### src/rtl/sofd_pkg.sv
// ----------------------------------------------------------------------------
// sofd_pkg
// Shared types and constants for the start/length/command/xor frame deframer.
// ----------------------------------------------------------------------------
package sofd_pkg;

    localparam logic [7:0] SOF_BYTE = 8'hFE;

    // item kind codes
    localparam logic KIND_BYTE    = 1'b0;
    localparam logic KIND_ABANDON = 1'b1;

    typedef enum logic [2:0] {
        PH_HUNT  = 3'd0,
        PH_LEN   = 3'd1,
        PH_CMDH  = 3'd2,
        PH_CMDL  = 3'd3,
        PH_DATA  = 3'd4,
        PH_CHECK = 3'd5
    } sofd_phase_t;

    typedef struct packed {
        logic       kind;
        logic [7:0] rx_byte;
    } sofd_in_t;

    typedef struct packed {
        logic       is_payload;
        logic [7:0] payload_byte;
        logic [7:0] byte_position;
        logic [7:0] frame_length;
        logic [7:0] command_high;
        logic [7:0] command_low;
        logic       end_of_frame;
        logic       check_ok;
        logic [7:0] computed_check;
        logic [7:0] received_check;
    } sofd_out_t;

    // result handed from the parser to the output stage
    typedef struct packed {
        logic      valid;
        sofd_out_t item;
    } sofd_handoff_t;

endpackage

### src/rtl/sofd_parser.sv
// ----------------------------------------------------------------------------
// sofd_parser
// Frame phase machine, held header, payload count and running xor.
// ----------------------------------------------------------------------------
module sofd_parser (
    input  logic                   clk,
    input  logic                   rst_n,
    input  logic                   item_valid,
    input  sofd_pkg::sofd_in_t     item,
    input  logic                   out_free,
    output logic                   consume,
    output sofd_pkg::sofd_handoff_t res
);

    sofd_pkg::sofd_phase_t phase_reg, phase_next;
    logic [7:0] length_reg, length_next;
    logic [7:0] cmd_high_reg, cmd_high_next;
    logic [7:0] cmd_low_reg, cmd_low_next;
    logic [7:0] count_reg, count_next;
    logic [7:0] xor_reg, xor_next;

    logic       is_byte;
    logic       has_result;
    logic [7:0] b;
    logic [7:0] count_inc;
    logic [7:0] xor_data;

    assign b         = item.rx_byte;
    assign is_byte   = (item.kind == sofd_pkg::KIND_BYTE);
    assign count_inc = count_reg + 8'd1;
    assign xor_data  = xor_reg ^ b;

    assign has_result = item_valid && is_byte
                        && (phase_reg == sofd_pkg::PH_DATA || phase_reg == sofd_pkg::PH_CHECK);
    // a beat that makes a result waits for room in the output stage
    assign consume = item_valid && (!has_result || out_free);

    always_ff @(posedge clk or negedge rst_n)
    begin
        if (!rst_n)
        begin
            phase_reg    <= sofd_pkg::PH_HUNT;
            length_reg   <= 8'd0;
            cmd_high_reg <= 8'd0;
            cmd_low_reg  <= 8'd0;
            count_reg    <= 8'd0;
            xor_reg      <= 8'd0;
        end
        else
        begin
            phase_reg    <= phase_next;
            length_reg   <= length_next;
            cmd_high_reg <= cmd_high_next;
            cmd_low_reg  <= cmd_low_next;
            count_reg    <= count_next;
            xor_reg      <= xor_next;
        end
    end

    always_comb
    begin
        phase_next    = phase_reg;
        length_next   = length_reg;
        cmd_high_next = cmd_high_reg;
        cmd_low_next  = cmd_low_reg;
        count_next    = count_reg;
        xor_next      = xor_reg;

        res.valid               = 1'b0;
        res.item.is_payload     = 1'b0;
        res.item.payload_byte   = 8'd0;
        res.item.byte_position  = 8'd0;
        res.item.frame_length   = length_reg;
        res.item.command_high   = cmd_high_reg;
        res.item.command_low    = cmd_low_reg;
        res.item.end_of_frame   = 1'b0;
        res.item.check_ok       = 1'b0;
        res.item.computed_check = xor_reg;
        res.item.received_check = 8'd0;

        if (consume)
        begin
            if (!is_byte)
            begin
                phase_next    = sofd_pkg::PH_HUNT;
                length_next   = 8'd0;
                cmd_high_next = 8'd0;
                cmd_low_next  = 8'd0;
                count_next    = 8'd0;
                xor_next      = 8'd0;
            end
            else
            begin
                case (phase_reg)
                    sofd_pkg::PH_HUNT:
                    begin
                        if (b == sofd_pkg::SOF_BYTE)
                        begin
                            phase_next    = sofd_pkg::PH_LEN;
                            length_next   = 8'd0;
                            cmd_high_next = 8'd0;
                            cmd_low_next  = 8'd0;
                            count_next    = 8'd0;
                            xor_next      = 8'd0;
                        end
                    end
                    sofd_pkg::PH_LEN:
                    begin
                        length_next = b;
                        xor_next    = b;
                        phase_next  = sofd_pkg::PH_CMDH;
                    end
                    sofd_pkg::PH_CMDH:
                    begin
                        cmd_high_next = b;
                        xor_next      = xor_data;
                        phase_next    = sofd_pkg::PH_CMDL;
                    end
                    sofd_pkg::PH_CMDL:
                    begin
                        cmd_low_next = b;
                        xor_next     = xor_data;
                        count_next   = 8'd0;
                        phase_next   = (length_reg == 8'd0) ? sofd_pkg::PH_CHECK
                                                            : sofd_pkg::PH_DATA;
                    end
                    sofd_pkg::PH_DATA:
                    begin
                        xor_next                = xor_data;
                        count_next              = count_inc;
                        res.valid               = 1'b1;
                        res.item.is_payload     = 1'b1;
                        res.item.payload_byte   = b;
                        res.item.byte_position  = count_reg;
                        res.item.computed_check = xor_data;
                        if (count_inc == length_reg)
                        begin
                            phase_next = sofd_pkg::PH_CHECK;
                        end
                    end
                    sofd_pkg::PH_CHECK:
                    begin
                        res.valid               = 1'b1;
                        res.item.end_of_frame   = 1'b1;
                        res.item.check_ok       = (xor_reg == b);
                        res.item.received_check = b;
                        phase_next    = sofd_pkg::PH_HUNT;
                        length_next   = 8'd0;
                        cmd_high_next = 8'd0;
                        cmd_low_next  = 8'd0;
                        count_next    = 8'd0;
                        xor_next      = 8'd0;
                    end
                    default:
                    begin
                        phase_next    = sofd_pkg::PH_HUNT;
                        length_next   = 8'd0;
                        cmd_high_next = 8'd0;
                        cmd_low_next  = 8'd0;
                        count_next    = 8'd0;
                        xor_next      = 8'd0;
                    end
                endcase
            end
        end
    end

    // a result is only produced by a beat that is taken
    a_res_needs_consume: assert property (@(posedge clk) disable iff (!rst_n)
        res.valid |-> consume && out_free)
        else $error("result produced without room in output stage");

    // last payload beat moves on to the check byte
    a_last_payload_to_check: assert property (@(posedge clk) disable iff (!rst_n)
        (consume && is_byte && phase_reg == sofd_pkg::PH_DATA && count_inc == length_reg)
        |=> phase_reg == sofd_pkg::PH_CHECK)
        else $error("last payload byte did not lead to check phase");

    // frame end leaves a clean frame context
    a_eof_clears: assert property (@(posedge clk) disable iff (!rst_n)
        (res.valid && res.item.end_of_frame)
        |=> phase_reg == sofd_pkg::PH_HUNT && xor_reg == 8'd0 && count_reg == 8'd0)
        else $error("frame end did not clear frame context");

    // hunting always runs with a cleared context
    a_hunt_clean: assert property (@(posedge clk) disable iff (!rst_n)
        phase_reg == sofd_pkg::PH_HUNT
        |-> xor_reg == 8'd0 && count_reg == 8'd0 && length_reg == 8'd0)
        else $error("stale frame context while hunting");

endmodule

### src/rtl/sofd_out_stage.sv
// ----------------------------------------------------------------------------
// sofd_out_stage
// Result register that holds a beat until the receiver takes it.
// ----------------------------------------------------------------------------
module sofd_out_stage (
    input  logic                    clk,
    input  logic                    rst_n,
    input  sofd_pkg::sofd_handoff_t res,
    output logic                    free,
    output logic                    result_valid,
    input  logic                    result_stall,
    output sofd_pkg::sofd_out_t     result_item
);

    logic                valid_reg, valid_next;
    sofd_pkg::sofd_out_t item_reg, item_next;

    // room when empty or the held beat leaves this edge
    assign free = !valid_reg || !result_stall;

    always_comb
    begin
        item_next = item_reg;
        if (res.valid)
        begin
            valid_next = 1'b1;
            item_next  = res.item;
        end
        else
        begin
            valid_next = valid_reg && result_stall;
        end
    end

    always_ff @(posedge clk or negedge rst_n)
    begin
        if (!rst_n)
        begin
            valid_reg <= 1'b0;
        end
        else
        begin
            valid_reg <= valid_next;
        end
    end

    always_ff @(posedge clk)
    begin
        item_reg <= item_next;
    end

    assign result_valid = valid_reg;
    assign result_item  = item_reg;

endmodule

### src/rtl/sof_length_xor_frame_deframer_unit.sv
// ----------------------------------------------------------------------------
// sof_length_xor_frame_deframer_unit
// Byte stream deframer: start byte, length, two command bytes, payload, xor.
// ----------------------------------------------------------------------------
// Usage:
//   byte channel (byte_valid / byte_stall / byte_item) takes one received
//   byte or an abandon beat per cycle while byte_stall is low. result channel (result_valid /
//   result_stall / result_item) gives one beat per payload byte and one
//   frame end beat per check byte, with computed and received xor and ok.
//   Header and hunting bytes give no result beat.
//   A byte accepted on the byte channel passes through the input register,
//   then the phase/xor logic into the result register.
//   Throughput: one byte per cycle while result_stall holds no result beat,
//   set by the single phase step and xor between the input and result registers.
//   Stall: while result_stall holds a result beat, a byte that would make
//   a new result waits in the input register and byte_stall rises; bytes
//   that make no result still pass through.
//   Reset (rst_n low, asynchronous) empties both registers and returns to
//   hunting for the start byte with a cleared header, count and xor.
// ----------------------------------------------------------------------------
module sof_length_xor_frame_deframer_unit (
    input  logic                clk,
    input  logic                rst_n,
    input  logic                byte_valid,
    output logic                byte_stall,
    input  sofd_pkg::sofd_in_t  byte_item,
    output logic                result_valid,
    input  logic                result_stall,
    output sofd_pkg::sofd_out_t result_item
);

    logic                    in_valid_reg, in_valid_next;
    sofd_pkg::sofd_in_t      in_item_reg, in_item_next;
    logic                    consume;
    logic                    out_free;
    logic                    accept;
    sofd_pkg::sofd_handoff_t res;

    assign byte_stall = in_valid_reg && !consume;
    assign accept     = byte_valid && !byte_stall;

    always_comb
    begin
        in_item_next  = in_item_reg;
        in_valid_next = in_valid_reg && !consume;
        if (accept)
        begin
            in_valid_next = 1'b1;
            in_item_next  = byte_item;
        end
    end

    always_ff @(posedge clk or negedge rst_n)
    begin
        if (!rst_n)
        begin
            in_valid_reg <= 1'b0;
        end
        else
        begin
            in_valid_reg <= in_valid_next;
        end
    end

    always_ff @(posedge clk)
    begin
        in_item_reg <= in_item_next;
    end

    sofd_parser u_parser (
        .clk        (clk),
        .rst_n      (rst_n),
        .item_valid (in_valid_reg),
        .item       (in_item_reg),
        .out_free   (out_free),
        .consume    (consume),
        .res        (res)
    );

    sofd_out_stage u_out_stage (
        .clk          (clk),
        .rst_n        (rst_n),
        .res          (res),
        .free         (out_free),
        .result_valid (result_valid),
        .result_stall (result_stall),
        .result_item  (result_item)
    );

endmodule
### config.mk
export PLATFORM = sky130hd
export DESIGN_NAME = sof_length_xor_frame_deframer_unit
export DESIGN_NICKNAME = d
export VERILOG_FILES = /design/src/rtl/sofd_pkg.sv /design/src/rtl/sofd_parser.sv /design/src/rtl/sofd_out_stage.sv /design/src/rtl/sof_length_xor_frame_deframer_unit.sv
export SDC_FILE = /design/constraint.sdc
export NUM_CORES = 1
export LEC_CHECK = 0
export ABC_AREA = 1
export BUFFER_PORTS_ARGS = -buffer_cell sky130_fd_sc_hd__buf_2
export CAP_MARGIN = 5
export CORE_AREA = 3 3 113 104
export CTS_CLUSTER_SIZE = 8
export DETAILED_ROUTE_END_ITERATION = 8
export DIE_AREA = 0 0 116 107
export SYNTH_ARGS = -nofsm -noshare
export SYNTH_HDL_FRONTEND = slang
export SYNTH_HIERARCHICAL = 1
export SYNTH_SLANG_ARGS = --single-unit
### constraint.sdc
create_clock -name clk -period 3 [get_ports clk]
set_input_delay 0.15 -clock clk [delete_from_list [all_inputs] [get_ports clk]]
set_output_delay 0.15 -clock clk [all_outputs]
set_load 0.05 [all_outputs]
==> impl_metrics.prom <==
# TYPE chip_impl_metric gauge
chip_impl_metric{name="post_synth.cell_area_avg",unit="µm²"} 11.0
chip_impl_metric{name="synth_seq_cells",unit=""} 113
chip_impl_info{name="yosys_most_used_dff",value="sky130_fd_sc_hd__edfxtp_1"} 1
chip_impl_metric{name="syn2layout_area_growth",unit="%"} 26.9
chip_impl_metric{name="timing.final.max_slew_violations",unit=""} 0
chip_impl_info{name="crit_path_cell_chain",value="inv_2, nor2_1, nand3b_1, and2_4, inv_2, a21oi_4, inv_4, nor2_8, nand2_2, nand2_1, o21ai_2"} 1
chip_impl_metric{name="finalWeightedCongestion",unit=""} 0.943
chip_impl_metric{name="drive_above_1_share",unit="%"} 24.5
chip_impl_info{name="rsz0062_at_grt",value="no"} 1
chip_impl_metric{name="ant_nets",unit=""} 0
chip_impl_metric{name="synth_cell_type_count",unit=""} 36
chip_impl_metric{name="cts_max_path_bufs",unit=""} 2
chip_impl_info{name="critPathLaunchType",value="flip-flop"} 1
chip_impl_info{name="main_area_contributors_after_synthesis",value="sky130_fd_sc_hd__edfxtp_1, sky130_fd_sc_hd__dfrtp_1, sky130_fd_sc_hd__nand2_1, sky130_fd_sc_hd__nand3_1, sky130_fd_sc_hd__nor2_1"} 1
chip_impl_metric{name="finalHoldViolCount",unit=""} 0
chip_impl_metric{name="global_route_wire_length_before_repair",unit="µm"} 17400
chip_impl_metric{name="clk_transition_reported_paths",unit="ps"} 60
chip_impl_metric{name="grt_pass1_vias",unit=""} 3355
chip_impl_metric{name="max_stage_delay",unit="ps"} 430
chip_impl_metric{name="maxCapViolations",unit=""} 0
chip_impl_metric{name="max-vdd-ir-drop",unit="V"} 0.000309
chip_impl_metric{name="fin_hold_ws",unit="ps"} 439
chip_impl_metric{name="ys_seq_area_share",unit="%"} 66.6
chip_impl_metric{name="cts-htree-levels",unit=""} 4
chip_impl_metric{name="route.final.wire_length",unit="µm"} 10700
chip_impl_metric{name="nFillCells",unit=""} 901
chip_impl_metric{name="core.rowCount",unit=""} 36
chip_impl_metric{name="synth-edff-count",unit=""} 68
chip_impl_metric{name="ff2ff_setup_slack",unit="ps"} 870
chip_impl_metric{name="grt_antenna_before_repair",unit=""} 0
chip_impl_metric{name="setup_viol_count_final",unit=""} 0
chip_impl_metric{name="final.setup.tns",unit="ps"} 0
chip_impl_metric{name="r2r_cells",unit=""} 11
chip_impl_info{name="critical-path-top-cell-by-count",value="sky130_fd_sc_hd__inv_2"} 1
chip_impl_info{name="top_cell_types_by_occurrence_after_synthesis",value="sky130_fd_sc_hd__nand2_1, sky130_fd_sc_hd__edfxtp_1, sky130_fd_sc_hd__nor2_1, sky130_fd_sc_hd__dfrtp_1, sky130_fd_sc_hd__nand3_1"} 1
chip_impl_metric{name="min_path_cells",unit=""} 0
chip_impl_metric{name="drt-initial-drc-count",unit=""} 332
chip_impl_metric{name="detail_route.wl_per_cell",unit="µm"} 15.9
chip_impl_metric{name="power_leakage",unit="nW"} 2.52
chip_impl_metric{name="worst_slew_pin_tran",unit="ps"} 1040
chip_impl_metric{name="dieArea",unit="µm²"} 12400
chip_impl_info{name="run_status",value="complete, no violations"} 1
chip_impl_metric{name="drt-vias-per-instance",unit=""} 5.12
chip_impl_metric{name="fp.dieH",unit="µm"} 107
chip_impl_metric{name="layout_min_cycle_time",unit="ps"} 2130
chip_impl_metric{name="syn_nets",unit=""} 445
chip_impl_metric{name="clock_skew",unit="ps"} 9.40
chip_impl_metric{name="global_route.usage.total",unit="%"} 18.7
chip_impl_metric{name="die_w",unit="µm"} 116
chip_impl_metric{name="largest_register_ff_count",unit=""} 59
chip_impl_metric{name="timing.slew.headroom",unit="%"} 30.5
chip_impl_info{name="timing.critical_path.to_type",value="flip-flop"} 1
chip_impl_metric{name="final.period_utilization",unit="%"} 71.0
chip_impl_metric{name="grt_start_max_net_pins",unit=""} 46
chip_impl_info{name="tritoncts_clock_tree",value="done"} 1
chip_impl_info{name="yosys.cell_count.top_type",value="sky130_fd_sc_hd__nand2_1"} 1
chip_impl_metric{name="dr.pass1.iters",unit=""} 5
chip_impl_info{name="worstHoldPathType",value="flip-flop to flip-flop"} 1
chip_impl_metric{name="n_antenna_cell",unit=""} 0
chip_impl_info{name="critical_path.startpoint",value="u_parser/phase_reg[2]"} 1
chip_impl_metric{name="synthArstFlopShare",unit="%"} 39.8
chip_impl_metric{name="layout.nets",unit=""} 543
chip_impl_metric{name="post_route_drc_violation_count",unit=""} 0
chip_impl_info{name="crit-reg2reg-capture",value="u_parser/cmd_low_reg[7]"} 1
chip_impl_metric{name="detailedPlacementHpwl",unit="µm"} 7050
chip_impl_metric{name="cts-buffers-inserted",unit=""} 17
chip_impl_metric{name="synth_largest_type_area_fraction",unit="%"} 42.9
chip_impl_metric{name="cts_sinks",unit=""} 113
chip_impl_metric{name="synth_cell_area",unit="µm²"} 4760
chip_impl_metric{name="cp.arrival",unit="ps"} 2420
chip_impl_metric{name="core",unit="µm²"} 10700
chip_impl_metric{name="fmax",unit="MHz"} 469
chip_impl_metric{name="layout.core_utilization",unit="%"} 56.3
chip_impl_metric{name="powerDensity",unit="nW/µm²"} 808
chip_impl_metric{name="floorplan.initialDensity",unit="%"} 44.4
chip_impl_info{name="cts-root-buf",value="sky130_fd_sc_hd__clkbuf_16"} 1
chip_impl_info{name="setup.worst_path.class",value="flip-flop to flip-flop"} 1
chip_impl_metric{name="io-pin-count",unit=""} 74
chip_impl_info{name="crit_slowest_cell",value="sky130_fd_sc_hd__dfrtp_1"} 1
chip_impl_metric{name="overflow",unit=""} 0
chip_impl_metric{name="postSynthCellCount",unit=""} 431
chip_impl_info{name="synthDominantAreaCellType",value="sky130_fd_sc_hd__edfxtp_1"} 1
chip_impl_metric{name="io_buffers",unit=""} 73
chip_impl_metric{name="cp_max_fo",unit=""} 16
chip_impl_metric{name="ys.warnings.count",unit=""} 6
chip_impl_metric{name="vias",unit=""} 3459
chip_impl_info{name="critPathCapture",value="u_parser/cmd_low_reg[7]"} 1
chip_impl_info{name="critical_path.reg2reg.startpoint",value="u_parser/phase_reg[2]"} 1
chip_impl_metric{name="cp_data_required_time",unit="ps"} 3290
chip_impl_metric{name="worst_skew_pair.late_latency",unit="ps"} 410
## what timing repair did
action / CTS / global route
hold buffers: 12 / 0
hold endpoints to repair: 56 / 0
gates resized for setup: 0 / 0
buffers inserted: 0 / 0
## per-layer routing
| metal | global-route usage (%) | routed length [µm] | up-vias |
|---|---|---|---|
| li1 | - | - | 1667 |
| met5 | 0 | 0 | - |
| met1 | 26.7 | 4980 | 1627 |
| met3 | 4.80 | 763 | 11 |
| met2 | 27.0 | 4830 | 154 |
| met4 | 7.71 | 131 | 0 |
## where the power goes
part | leakage, nW | switching, mW | internal, mW
combinational | 1.01 | 0.558 | 0.234
clock | 0.300 | 0.682 | 1.45
sequential | 1.22 | 0.133 | 1.81
total | 2.52 | 1.37 | 3.50
## cell type report
class | instances | area (µm²) | share of cell area [%]
Clock buffer | 23 | 478 | 7.92
Clock inverter | 9 | 156 | 2.59
Inverter | 39 | 149 | 2.47
Multi-Input combinational cell | 269 | 1390 | 23.0
Sequential cell | 113 | 3170 | 52.5
Tap cell | 133 | 166 | 2.76
Timing Repair Buffer | 89 | 528 | 8.75
## through the flow
stage	instances	instance area (µm²)	worst slack, ps	total power [mW]
5_1_grt	675	6030	720	5.09
2_1_floorplan	431	4760	348	2.54
4_1_cts	675	6030	861	4.90
6_report	675	6030	869	4.87
3_5_place_dp	631	5280	881	2.74
3_3_place_gp	631	5280	938	2.73
## worst min-delay path by stage
stage	from	to	slack, ps
6_report	u_parser/cmd_low_reg[7]	u_out_stage/result_item[25]	440
5_1_grt	byte_item[2]	in_item_reg[2]	450
4_1_cts	byte_item[2]	in_item_reg[2]	420
3_5_place_dp	byte_item[8]	in_item_reg[8]	330
3_3_place_gp	byte_item[3]	in_item_reg[3]	330
2_1_floorplan	rst_n	in_valid_reg	-150
## cell usage in the layout (no fill, tap or decap), types with 5 or more instances in the layout
cell type	count
sky130_fd_sc_hd__o21ai_2	9
sky130_fd_sc_hd__inv_2	6
sky130_fd_sc_hd__dlygate4sd3_1	12
sky130_fd_sc_hd__clkbuf_16	17
sky130_fd_sc_hd__o21ai_1	16
sky130_fd_sc_hd__xor2_1	15
sky130_fd_sc_hd__nand3_1	38
sky130_fd_sc_hd__dfrtp_1	45
sky130_fd_sc_hd__edfxtp_1	68
sky130_fd_sc_hd__o21ai_0	14
sky130_fd_sc_hd__a22oi_1	7
sky130_fd_sc_hd__inv_1	31
sky130_fd_sc_hd__nand2_1	85
sky130_fd_sc_hd__a21oi_1	6
sky130_fd_sc_hd__nor4_1	5
sky130_fd_sc_hd__nor2_1	48
sky130_fd_sc_hd__buf_2	73
## cells by family after synthesis
logic type,Yosys count,share of synthesized area [%]
compound gates,60,7.97
fa+ha+maj,1,0.263
simple gates,190,17.6
flops,113,66.6
buf+inv,49,4.21
xor+xnor,18,3.31
## worst max-delay path: cells and delay by family (launching register included)
family | cells | cell delay, ps
AOI/OAI and AO/OA | 2 | 310
buffers and inverters | 3 | 340
DFF | 1 | 430
and+or+nand+nor | 6 | 910
No activity file was read; power rests on OpenSTA's default activity.
